File: src/hdl/nnsa_pkg.sv
// Shared types, constants and helpers for the nearest-neighbour scaling address generator.
package nnsa_pkg;

  localparam int MAX_DIM    = 4096;
  localparam int POS_W      = 12;
  localparam int DIM_W      = 13;
  localparam int OFS_W      = 26;
  localparam int DVD_W      = 2 * POS_W;
  localparam int CNT_W      = $clog2(DVD_W);
  localparam int CFG_IDX_W  = 3;

  typedef enum logic [CFG_IDX_W-1:0] {
    REG_SRC_LEFT   = 3'd0,
    REG_SRC_TOP    = 3'd1,
    REG_SRC_WIDTH  = 3'd2,
    REG_SRC_HEIGHT = 3'd3,
    REG_DST_LEFT   = 3'd4,
    REG_DST_TOP    = 3'd5,
    REG_DST_WIDTH  = 3'd6,
    REG_DST_HEIGHT = 3'd7
  } cfg_reg_t;

  typedef enum logic [1:0] {
    DIV_COL_RATIO = 2'd0,
    DIV_ROW_RATIO = 2'd1,
    DIV_COL_POS   = 2'd2,
    DIV_ROW_POS   = 2'd3
  } div_sel_t;

  typedef struct packed {
    logic     step;
    logic     move;
    logic     div_start;
    logic     div_load;
    div_sel_t div_sel;
  } dp_cmd_t;

  typedef struct packed {
    logic div_done;
  } dp_status_t;

  // A size register of zero counts as one, and anything above the maximum is clipped.
  function automatic logic [DIM_W-1:0] size_of(input logic [DIM_W-1:0] reg_val);
    if (reg_val == '0) begin
      return DIM_W'(1);
    end else if (int'(reg_val) > MAX_DIM) begin
      return DIM_W'(MAX_DIM);
    end else begin
      return reg_val;
    end
  endfunction

endpackage

File: src/hdl/nnsa_div.sv
// Restoring serial divider, one quotient bit per cycle.
module nnsa_div (
  input  logic                       clk,
  input  logic                       rst_n,
  input  logic                       start,
  input  logic [nnsa_pkg::DVD_W-1:0] dividend,
  input  logic [nnsa_pkg::DIM_W-1:0] divisor,
  output logic                       done,
  output logic [nnsa_pkg::DVD_W-1:0] quotient,
  output logic [nnsa_pkg::DIM_W-1:0] remainder
);
  import nnsa_pkg::*;

  logic             busy_r;
  logic             done_r;
  logic [CNT_W-1:0] cnt_r;
  logic [DVD_W-1:0] quo_r;
  logic [DIM_W-1:0] rem_r;
  logic [DIM_W-1:0] dvs_r;
  logic [DIM_W:0]   trial;
  logic [DIM_W:0]   diff;
  logic             fits;

  assign trial = {rem_r, quo_r[DVD_W-1]};
  assign diff  = trial - {1'b0, dvs_r};
  assign fits  = (trial >= {1'b0, dvs_r});

  always_ff @(posedge clk) begin
    if (!rst_n) begin
      busy_r <= 1'b0;
      done_r <= 1'b0;
      cnt_r  <= '0;
    end else begin
      done_r <= 1'b0;
      if (start) begin
        busy_r <= 1'b1;
        cnt_r  <= '0;
      end else if (busy_r) begin
        cnt_r <= cnt_r + CNT_W'(1);
        if (cnt_r == CNT_W'(DVD_W - 1)) begin
          busy_r <= 1'b0;
          done_r <= 1'b1;
        end
      end
    end
  end

  // The dividend shifts out at the top while quotient bits shift in at the bottom.
  always_ff @(posedge clk) begin
    if (start) begin
      quo_r <= dividend;
      rem_r <= '0;
      dvs_r <= divisor;
    end else if (busy_r) begin
      rem_r <= fits ? diff[DIM_W-1:0] : trial[DIM_W-1:0];
      quo_r <= {quo_r[DVD_W-2:0], fits};
    end
  end

  assign done      = done_r;
  assign quotient  = quo_r;
  assign remainder = rem_r;

  a_start_idle: assert property (@(posedge clk) disable iff (!rst_n) start |-> !busy_r)
    else $error("divider started while busy");
  a_done_after_busy: assert property (@(posedge clk) disable iff (!rst_n)
    done_r |-> $past(busy_r))
    else $error("divider finished without running");

endmodule

File: src/hdl/nnsa_dp.sv
// Datapath: configuration registers, scan state, remainder stepping and offset pipeline.
module nnsa_dp (
  input  logic                           clk,
  input  logic                           rst_n,
  input  logic                           cfg_we,
  input  nnsa_pkg::cfg_reg_t             cfg_index,
  input  logic [nnsa_pkg::DIM_W-1:0]     cfg_data,
  input  logic                           in_restart,
  input  nnsa_pkg::dp_cmd_t              cmd,
  output nnsa_pkg::dp_status_t           status,
  output logic [nnsa_pkg::OFS_W-1:0]     out_src_offset,
  output logic [nnsa_pkg::OFS_W-1:0]     out_dst_offset,
  output logic                           out_row_end,
  output logic                           out_frame_end
);
  import nnsa_pkg::*;

  logic [POS_W-1:0] src_left_r, src_top_r, dst_left_r, dst_top_r;
  logic [DIM_W-1:0] src_width_r, src_height_r, dst_width_r, dst_height_r;
  logic [DIM_W-1:0] sw, sh, dw, dh;

  // Scan state for the next pixel to be emitted.
  logic [POS_W-1:0] out_row_r, out_col_r, in_row_r, row_rem_r, in_col_r, col_rem_r;
  logic [POS_W-1:0] out_row_nxt, out_col_nxt, in_row_nxt, row_rem_nxt, in_col_nxt, col_rem_nxt;

  // Quotient and remainder of the size ratios.
  logic [DIM_W-1:0] col_q_r, row_q_r;
  logic [POS_W-1:0] col_r_r, row_r_r;

  logic [POS_W-1:0]       mul_a;
  logic [DIM_W-1:0]       mul_b;
  logic [POS_W+DIM_W-1:0] mul_p;
  logic [DIM_W-1:0]       div_dvs;
  logic                   div_done;
  logic [DVD_W-1:0]       div_quo;
  logic [DIM_W-1:0]       div_rem;

  logic             pos_zero;
  logic [POS_W-1:0] cur_row, cur_col, cur_irow, cur_rrem, cur_icol, cur_crem;
  logic             col_last, row_last, row_end, frame_end;
  logic [DIM_W-1:0] col_sum, row_sum, icol_sum, irow_sum;
  logic             col_wrap, row_wrap;
  logic [POS_W-1:0] col_step_rem, row_step_rem;

  logic [DIM_W-1:0] s1_src_base_r, s1_src_add_r, s1_dst_base_r, s1_dst_add_r;
  logic             s1_row_end_r, s1_frame_end_r;
  logic [OFS_W-1:0] s2_src_prod_r, s2_dst_prod_r;
  logic [DIM_W-1:0] s2_src_add_r, s2_dst_add_r;
  logic             s2_row_end_r, s2_frame_end_r;
  logic [OFS_W-1:0] out_src_offset_r, out_dst_offset_r;
  logic             out_row_end_r, out_frame_end_r;

  always_ff @(posedge clk) begin
    if (!rst_n) begin
      src_left_r   <= '0;
      src_top_r    <= '0;
      src_width_r  <= DIM_W'(1);
      src_height_r <= DIM_W'(1);
      dst_left_r   <= '0;
      dst_top_r    <= '0;
      dst_width_r  <= DIM_W'(1);
      dst_height_r <= DIM_W'(1);
    end else if (cfg_we) begin
      unique case (cfg_index)
        REG_SRC_LEFT:   src_left_r   <= cfg_data[POS_W-1:0];
        REG_SRC_TOP:    src_top_r    <= cfg_data[POS_W-1:0];
        REG_SRC_WIDTH:  src_width_r  <= cfg_data;
        REG_SRC_HEIGHT: src_height_r <= cfg_data;
        REG_DST_LEFT:   dst_left_r   <= cfg_data[POS_W-1:0];
        REG_DST_TOP:    dst_top_r    <= cfg_data[POS_W-1:0];
        REG_DST_WIDTH:  dst_width_r  <= cfg_data;
        REG_DST_HEIGHT: dst_height_r <= cfg_data;
        default: ;
      endcase
    end
  end

  assign sw = size_of(src_width_r);
  assign sh = size_of(src_height_r);
  assign dw = size_of(dst_width_r);
  assign dh = size_of(dst_height_r);

  // Operand selection for the shared divider.
  always_comb begin
    unique case (cmd.div_sel)
      DIV_COL_RATIO: begin
        mul_a   = POS_W'(1);
        mul_b   = sw;
        div_dvs = dw;
      end
      DIV_ROW_RATIO: begin
        mul_a   = POS_W'(1);
        mul_b   = sh;
        div_dvs = dh;
      end
      DIV_COL_POS: begin
        mul_a   = out_col_r;
        mul_b   = sw;
        div_dvs = dw;
      end
      DIV_ROW_POS: begin
        mul_a   = out_row_r;
        mul_b   = sh;
        div_dvs = dh;
      end
      default: begin
        mul_a   = '0;
        mul_b   = sw;
        div_dvs = dw;
      end
    endcase
  end

  assign mul_p = (POS_W+DIM_W)'(mul_a) * (POS_W+DIM_W)'(mul_b);

  nnsa_div u_div (
    .clk       (clk),
    .rst_n     (rst_n),
    .start     (cmd.div_start),
    .dividend  (mul_p[DVD_W-1:0]),
    .divisor   (div_dvs),
    .done      (div_done),
    .quotient  (div_quo),
    .remainder (div_rem)
  );

  assign status.div_done = div_done;

  // A restart, or a position left outside a shrunken rectangle, begins at the first pixel.
  assign pos_zero = in_restart || ({1'b0, out_col_r} >= dw) || ({1'b0, out_row_r} >= dh);
  assign cur_row  = pos_zero ? '0 : out_row_r;
  assign cur_col  = pos_zero ? '0 : out_col_r;
  assign cur_irow = pos_zero ? '0 : in_row_r;
  assign cur_rrem = pos_zero ? '0 : row_rem_r;
  assign cur_icol = pos_zero ? '0 : in_col_r;
  assign cur_crem = pos_zero ? '0 : col_rem_r;

  assign col_last  = (({1'b0, cur_col} + DIM_W'(1)) == dw);
  assign row_last  = (({1'b0, cur_row} + DIM_W'(1)) == dh);
  assign row_end   = col_last;
  assign frame_end = col_last && row_last;

  // Both remainders stay below the divisor, so one compare and subtract keeps them in range.
  assign col_sum      = {1'b0, cur_crem} + {1'b0, col_r_r};
  assign col_wrap     = (col_sum >= dw);
  assign col_step_rem = col_wrap ? POS_W'(col_sum - dw) : col_sum[POS_W-1:0];
  assign icol_sum     = {1'b0, cur_icol} + col_q_r + {{(DIM_W-1){1'b0}}, col_wrap};

  assign row_sum      = {1'b0, cur_rrem} + {1'b0, row_r_r};
  assign row_wrap     = (row_sum >= dh);
  assign row_step_rem = row_wrap ? POS_W'(row_sum - dh) : row_sum[POS_W-1:0];
  assign irow_sum     = {1'b0, cur_irow} + row_q_r + {{(DIM_W-1){1'b0}}, row_wrap};

  always_comb begin
    out_row_nxt = out_row_r;
    out_col_nxt = out_col_r;
    in_row_nxt  = in_row_r;
    row_rem_nxt = row_rem_r;
    in_col_nxt  = in_col_r;
    col_rem_nxt = col_rem_r;
    if (cmd.step) begin
      if (frame_end) begin
        out_row_nxt = '0;
        in_row_nxt  = '0;
        row_rem_nxt = '0;
        out_col_nxt = '0;
        in_col_nxt  = '0;
        col_rem_nxt = '0;
      end else if (row_end) begin
        out_row_nxt = cur_row + POS_W'(1);
        in_row_nxt  = irow_sum[POS_W-1:0];
        row_rem_nxt = row_step_rem;
        out_col_nxt = '0;
        in_col_nxt  = '0;
        col_rem_nxt = '0;
      end else begin
        out_row_nxt = cur_row;
        in_row_nxt  = cur_irow;
        row_rem_nxt = cur_rrem;
        out_col_nxt = cur_col + POS_W'(1);
        in_col_nxt  = icol_sum[POS_W-1:0];
        col_rem_nxt = col_step_rem;
      end
    end else if (cmd.div_load) begin
      if (cmd.div_sel == DIV_COL_POS) begin
        in_col_nxt  = div_quo[POS_W-1:0];
        col_rem_nxt = div_rem[POS_W-1:0];
      end else if (cmd.div_sel == DIV_ROW_POS) begin
        in_row_nxt  = div_quo[POS_W-1:0];
        row_rem_nxt = div_rem[POS_W-1:0];
      end
    end
  end

  always_ff @(posedge clk) begin
    if (!rst_n) begin
      out_row_r <= '0;
      out_col_r <= '0;
      in_row_r  <= '0;
      row_rem_r <= '0;
      in_col_r  <= '0;
      col_rem_r <= '0;
    end else begin
      out_row_r <= out_row_nxt;
      out_col_r <= out_col_nxt;
      in_row_r  <= in_row_nxt;
      row_rem_r <= row_rem_nxt;
      in_col_r  <= in_col_nxt;
      col_rem_r <= col_rem_nxt;
    end
  end

  always_ff @(posedge clk) begin
    if (cmd.div_load && (cmd.div_sel == DIV_COL_RATIO)) begin
      col_q_r <= div_quo[DIM_W-1:0];
      col_r_r <= div_rem[POS_W-1:0];
    end
    if (cmd.div_load && (cmd.div_sel == DIV_ROW_RATIO)) begin
      row_q_r <= div_quo[DIM_W-1:0];
      row_r_r <= div_rem[POS_W-1:0];
    end
  end

  // Offset pipeline: base sums, then the stride products, then the final add.
  always_ff @(posedge clk) begin
    if (cmd.move) begin
      s1_src_base_r    <= {1'b0, src_top_r} + {1'b0, cur_irow};
      s1_src_add_r     <= {1'b0, src_left_r} + {1'b0, cur_icol};
      s1_dst_base_r    <= {1'b0, dst_top_r} + {1'b0, cur_row};
      s1_dst_add_r     <= {1'b0, dst_left_r} + {1'b0, cur_col};
      s1_row_end_r     <= row_end;
      s1_frame_end_r   <= frame_end;
      s2_src_prod_r    <= OFS_W'(s1_src_base_r) * OFS_W'(sw);
      s2_dst_prod_r    <= OFS_W'(s1_dst_base_r) * OFS_W'(dw);
      s2_src_add_r     <= s1_src_add_r;
      s2_dst_add_r     <= s1_dst_add_r;
      s2_row_end_r     <= s1_row_end_r;
      s2_frame_end_r   <= s1_frame_end_r;
      out_src_offset_r <= s2_src_prod_r + OFS_W'(s2_src_add_r);
      out_dst_offset_r <= s2_dst_prod_r + OFS_W'(s2_dst_add_r);
      out_row_end_r    <= s2_row_end_r;
      out_frame_end_r  <= s2_frame_end_r;
    end
  end

  assign out_src_offset = out_src_offset_r;
  assign out_dst_offset = out_dst_offset_r;
  assign out_row_end    = out_row_end_r;
  assign out_frame_end  = out_frame_end_r;

  a_col_rem_range: assert property (@(posedge clk) disable iff (!rst_n)
    cmd.step |=> ({1'b0, col_rem_r} < dw))
    else $error("column remainder not below destination width");
  a_row_rem_range: assert property (@(posedge clk) disable iff (!rst_n)
    cmd.step |=> ({1'b0, row_rem_r} < dh))
    else $error("row remainder not below destination height");

endmodule

File: src/hdl/nnsa_ctrl.sv
// Controller: ratio recompute sequencing and the valid bits of the offset pipeline.
module nnsa_ctrl (
  input  logic                 clk,
  input  logic                 rst_n,
  input  logic                 cfg_we,
  input  logic                 in_valid,
  output logic                 in_ready,
  output logic                 out_valid,
  input  logic                 out_ready,
  output nnsa_pkg::dp_cmd_t    cmd,
  input  nnsa_pkg::dp_status_t status
);
  import nnsa_pkg::*;

  typedef enum logic [1:0] {
    ST_RUN,
    ST_DIV_START,
    ST_DIV_WAIT
  } state_t;

  state_t   state_r, state_nxt;
  div_sel_t sel_r, sel_nxt, sel_inc;
  logic     dirty_r, dirty_nxt;
  logic     s1_v_r, s2_v_r, out_v_r;
  logic     move;
  logic     accept;

  assign move     = !out_v_r || out_ready;
  assign in_ready = (state_r == ST_RUN) && !dirty_r && move;
  assign accept   = in_valid && in_ready;

  always_comb begin
    unique case (sel_r)
      DIV_COL_RATIO: sel_inc = DIV_ROW_RATIO;
      DIV_ROW_RATIO: sel_inc = DIV_COL_POS;
      DIV_COL_POS:   sel_inc = DIV_ROW_POS;
      DIV_ROW_POS:   sel_inc = DIV_COL_RATIO;
      default:       sel_inc = DIV_COL_RATIO;
    endcase
  end

  // Any register write invalidates the ratios and the scan position's quotients.
  always_comb begin
    state_nxt = state_r;
    sel_nxt   = sel_r;
    dirty_nxt = cfg_we || (dirty_r && (state_r != ST_RUN));
    unique case (state_r)
      ST_RUN: begin
        if (dirty_r) begin
          state_nxt = ST_DIV_START;
          sel_nxt   = DIV_COL_RATIO;
        end
      end
      ST_DIV_START: begin
        state_nxt = ST_DIV_WAIT;
      end
      ST_DIV_WAIT: begin
        if (status.div_done) begin
          if (sel_r == DIV_ROW_POS) begin
            state_nxt = ST_RUN;
          end else begin
            state_nxt = ST_DIV_START;
            sel_nxt   = sel_inc;
          end
        end
      end
      default: state_nxt = ST_RUN;
    endcase
  end

  always_ff @(posedge clk) begin
    if (!rst_n) begin
      state_r <= ST_RUN;
      sel_r   <= DIV_COL_RATIO;
      dirty_r <= 1'b1;
      s1_v_r  <= 1'b0;
      s2_v_r  <= 1'b0;
      out_v_r <= 1'b0;
    end else begin
      state_r <= state_nxt;
      sel_r   <= sel_nxt;
      dirty_r <= dirty_nxt;
      if (move) begin
        s1_v_r  <= accept;
        s2_v_r  <= s1_v_r;
        out_v_r <= s2_v_r;
      end
    end
  end

  assign out_valid     = out_v_r;
  assign cmd.step      = accept;
  assign cmd.move      = move;
  assign cmd.div_start = (state_r == ST_DIV_START);
  assign cmd.div_load  = (state_r == ST_DIV_WAIT) && status.div_done;
  assign cmd.div_sel   = sel_r;

endmodule

File: src/hdl/nearest_neighbor_scale_addr_gen.sv
// Nearest-neighbour scaling address generator, top level.
// Each input transfer yields one source and one destination pixel offset for a
// nearest-neighbour scaled copy, walking the destination rectangle in raster order,
// with flags for the last pixel of a row and of the frame; restart begins again at
// the first pixel. Items are taken one per cycle when in_ready is high; each result
// passes the stage-one, stage-two and output registers, the output register holding
// it until taken while the pipeline stalls as a whole. Source coordinates are stepped
// by adding the quotient and remainder of the size ratios, so no division happens per
// pixel. Those ratios, and the quotients of the current scan position, come from a
// serial divider that produces one bit per cycle: after reset and after any register
// write in_ready stays low while four divisions run. Register writes are always taken
// (cfg_ready is tied high).
module nearest_neighbor_scale_addr_gen (
  input  logic                           clk,
  input  logic                           rst_n,
  input  logic                           cfg_valid,
  output logic                           cfg_ready,
  input  logic [nnsa_pkg::CFG_IDX_W-1:0] cfg_index,
  input  logic [nnsa_pkg::DIM_W-1:0]     cfg_data,
  input  logic                           in_valid,
  output logic                           in_ready,
  input  logic                           in_restart,
  output logic                           out_valid,
  input  logic                           out_ready,
  output logic [nnsa_pkg::OFS_W-1:0]     out_src_offset,
  output logic [nnsa_pkg::OFS_W-1:0]     out_dst_offset,
  output logic                           out_row_end,
  output logic                           out_frame_end
);
  import nnsa_pkg::*;

  dp_cmd_t    cmd;
  dp_status_t status;
  logic       cfg_we;

  assign cfg_ready = 1'b1;
  assign cfg_we    = cfg_valid && cfg_ready;

  nnsa_ctrl u_ctrl (
    .clk       (clk),
    .rst_n     (rst_n),
    .cfg_we    (cfg_we),
    .in_valid  (in_valid),
    .in_ready  (in_ready),
    .out_valid (out_valid),
    .out_ready (out_ready),
    .cmd       (cmd),
    .status    (status)
  );

  nnsa_dp u_dp (
    .clk            (clk),
    .rst_n          (rst_n),
    .cfg_we         (cfg_we),
    .cfg_index      (cfg_reg_t'(cfg_index)),
    .cfg_data       (cfg_data),
    .in_restart     (in_restart),
    .cmd            (cmd),
    .status         (status),
    .out_src_offset (out_src_offset),
    .out_dst_offset (out_dst_offset),
    .out_row_end    (out_row_end),
    .out_frame_end  (out_frame_end)
  );

endmodule
File: config.mk
export PLATFORM = sky130hd
export DESIGN_NAME = nearest_neighbor_scale_addr_gen
export DESIGN_NICKNAME = d
export VERILOG_FILES = /design/src/hdl/nnsa_pkg.sv /design/src/hdl/nnsa_div.sv /design/src/hdl/nnsa_dp.sv /design/src/hdl/nnsa_ctrl.sv /design/src/hdl/nearest_neighbor_scale_addr_gen.sv
export SDC_FILE = /design/constraint.sdc
export NUM_CORES = 2
export LEC_CHECK = 0
export ABC_AREA = 1
export BUFFER_PORTS_ARGS = -buffer_cell sky130_fd_sc_hd__buf_2
export CORE_MARGIN = 1.5
export CORE_UTILIZATION = 30
export CTS_CLUSTER_DIAMETER = 40
export DETAILED_ROUTE_END_ITERATION = 16
export SETUP_SLACK_MARGIN = 0.15
export SLEW_MARGIN = 10
export SYNTH_ARGS = -nofsm -noshare
export SYNTH_HDL_FRONTEND = slang
export SYNTH_SLANG_ARGS = --single-unit
File: constraint.sdc
create_clock -name clk -period 7.8 [get_ports clk]
set_clock_uncertainty 0.15 [all_clocks]
set_input_delay 1.17 -clock clk [delete_from_list [all_inputs] [get_ports clk]]
set_output_delay 1.17 -clock clk [all_outputs]
set_load 0.05 [all_outputs]
==> out/metrics.yaml <==
synth:
  synthCells: 5111
  yosys-top-cells-count: "nand2_1 (980), inv_1 (878), nor2_1 (568)"
  yosys_most_used_dff: "edfxtp_1"
  synth.distinct_cells: 53
  synth_area_leader_cell: "edfxtp_1"
  synth_area_um2: 41900
  synth-seq-cells: 473
  synth_edf_count: 273
  synth_fp_nets: 5888
  syn-mean-instance-area_um2: 8.20
  synth_top_area_frac: 0.196
  ys_top_cells_by_area: "edfxtp_1 (20%), fa_1 (17%), ha_1 (12%)"
  synth.most_common_cell: "nand2_1"
  synth_seq_area_share: 0.291
  yosysWarnings: 0
  synthArstFlopShare: 0
clocking:
  cts_htree_levels: 3
  numCtsBuffers: 79
  ctsHoldBuffers: 0
  clock_latency_ns: 0.66
  cts_tree: "yes"
  clk_path_buf_depth: 3
  cts_sinks: 473
  cts-root-buf: "clkbuf_16"
  clkSlewWorstSetupHoldPaths_ns: 0.05
timing:
  hold_viol: 0
  min_period_ns: 7.39
  max_freq_mhz: 135
  post-route-period-util: 0.947
  max_slew.worst_pin.slew_ns: 1.17
  fin_hold_ws_ns: 0.265
  slew_violations: 0
  rsz0062_at_grt: "true"
  slew-limit-headroom: 0.214
  setup_viol: 0
worst_hold_path:
  whs_path_depth: 0
  min_path_type: "flop to flop"
  hold_end: "u_dp.s2_src_add_r[6]"
  hold_path_startpoint: "u_dp.s1_src_add_r[6]"
place:
  hpwl_um: 90700
  gp_congestion: 0.927
  port_buffers: 77
  place_area_um2: 44900
detailed_routing:
  drtPass1Iterations: 5
  via_per_inst: 4.76
  drc_errors: 0
  detail_route.wl_per_cell_um: 16.4
  route.vias.total: 34100
  antenna_left: 0
  drt_wl_total_um: 118000
  drt_first_iter_violations: 2458
floorplan:
  initial_core_util: 0.304
  fp.dieW_um: 377
  core_area_um2: 138000
  dieArea_um2: 142000
  die_height_um: 377
  rows: 136
  ios: 79
critical_path:
  worst_setup_path_start_kind: "flop"
  worst-r2r-cell-count: 30
  cpMaxStageDelayCell: "fa_1"
  cp_data_required_time_ns: 8.03
  reg2reg_from: "u_ctrl.sel_r[0]"
  cp_slowest_stage_delay_ns: 0.58
  end_kind: "flop"
  crit_top_cell: "inv_1"
  cp_max_fo: 10
  worstSetupPathType: "flop to flop"
  rrSetupSlack_ns: 0.41
  r2r-end: "u_dp.u_div.quotient[23]"
  arrival_ns: 7.62
pwr:
  power_leakage_nw: 23.3
  ir_drop_v: 0.000147
  p_per_area_nw_per_um2: 166
final_layout:
  drive_gt1_frac: 0.0934
  area_growth_pct: 15.0
  fin_nets: 6022
  postLayoutCellArea_um2: 48200
grt:
  use_met3: 0.0230
  track_usage: 0.165
  grt_overflow: 0
  grt_max_degree: 136
  antenna_found_initial: 2
  grt.busiest_layer: "met2"
  grt_use_met2: 0.276
  grt_use_met1: 0.221
  grt_pass1_wl_um: 185000
  grt_pass1_vias: 33700
outcome:
  status: "finished clean"
job:
  max-cap-violations: 0
worst max path at each step:
stage / start / to / depth (start not counted)
2_1_floorplan: u_dp.dst_width_r[6] / u_dp.in_col_r[10] / 57
3_3_place_gp: u_dp.dst_height_r[9] / u_dp.in_row_r[10] / 45
3_5_place_dp: u_dp.dst_height_r[9] / u_dp.in_row_r[10] / 45
4_1_cts: u_dp.dst_width_r[5] / u_dp.in_row_r[10] / 49
5_1_grt: u_dp.dst_width_r[10] / u_dp.in_col_r[10] / 53
6_report: u_ctrl.sel_r[0] / u_dp.u_div.quotient[23] / 30
final cells by class:
type | instances | area (um2)
Antenna cell | 3 | 7.51
Clock buffer | 102 | 2240
Clock inverter | 45 | 435
Fill cell | 14200 | 89800
Inverter | 903 | 3410
Multi-Input combinational cell | 3575 | 26200
Sequential cell | 473 | 12200
Tap cell | 1863 | 2330
Timing Repair Buffer | 213 | 1430
power breakdown:
group          leakage (nW)  switching (W)  internal (W)  total (W)
Combinational          17.3        0.00101      0.000438    0.00145
Sequential             4.70       0.000174       0.00287    0.00305
Clock                  1.30        0.00136       0.00217    0.00352
timing repair:
item,CTS,global route
gates cloned,0,0
resized for setup,11,111
pin swaps,3,53
endpoints found under the hold margin,0,0
buffers inserted,1,16
endpoints found under the setup margin,5,20
critical path: cells and delay by family (launching register included):
family,cells,cell delay [ns]
XOR/XNOR,1,0.18
AO/OA/AOI/OAI,9,1.45
flip-flops,1,0.48
AND/OR/NAND/NOR,4,0.34
buffers and inverters,9,1.37
adder cells (fa/ha/maj),7,3.13
cells by family after synthesis:
group / share of synthesized area
and+or+nand+nor: 0.183
xor gates and xnor gates: 0.0453
DFF: 0.291
buffers and inverters: 0.0966
other: 0.0000895
adders and majority gates: 0.291
AOI/OAI and AO/OA: 0.0926
cells in the final DEF (no fill, tap or decap), types with 12 or more instances in the layout:
cell type	instances
a21oi_1	308
buf_4	134
fa_1	360
nand2_1	967
clkinv_1	19
a21oi_2	12
nand3_1	200
o21bai_1	23
inv_2	20
nand2_2	18
o21ai_0	265
inv_6	15
o21ai_1	12
inv_1	865
nand3b_1	13
nor3_1	17
ha_1	376
nand4_1	38
o22ai_1	28
nor2_2	25
nor2_4	14
dfxtp_1	200
buf_2	76
nor2_1	551
a31oi_1	19
edfxtp_1	273
xor2_1	140
xnor2_1	76
clkbuf_16	84
sequential cells by signal, summed over array words and instances (netlist names), 13 cells and up:
name                  flops
u_dp.dst_height_r        13
u_dp.dst_width_r         13
u_dp.out_dst_offset      26
u_dp.out_src_offset      26
u_dp.s1_dst_add_r        13
u_dp.s1_dst_base_r       13
u_dp.s1_src_add_r        13
u_dp.s1_src_base_r       13
u_dp.s2_dst_add_r        13
u_dp.s2_dst_prod_r       26
u_dp.s2_src_add_r        13
u_dp.s2_src_prod_r       26
u_dp.src_height_r        13
u_dp.src_width_r         13
u_dp.u_div.dvs_r         13
u_dp.u_div.quotient      24
u_dp.u_div.remainder     13
through the flow:
step | power [W] | setup WS (ns) | util | setup TNS [ns] | instances
detailed placement | 0.00449 | -0.0377 | 0.326 | -0.0502 | 7010
finish | 0.00802 | 0.410 | 0.349 | 0 | 7177
global placement | 0.00448 | 0.137 | 0.326 | 0 | 7010
global route | 0.00836 | -0.0508 | 0.349 | -0.0508 | 7174
floorplan | 0.00402 | 0.180 | - | 0 | 5111
CTS | 0.00806 | 0.127 | 0.345 | 0 | 7158
layer usage:
metal	share of wire	vias to the layer above	routed length [um]
li1	-	16600	-
met1	0.45	16500	52900
met2	0.47	904	54900
met3	0.057	180	6640
met4	0.026	2	3050
met5	0.00010	-	12
No activity file was read; power rests on OpenSTA's default activity.
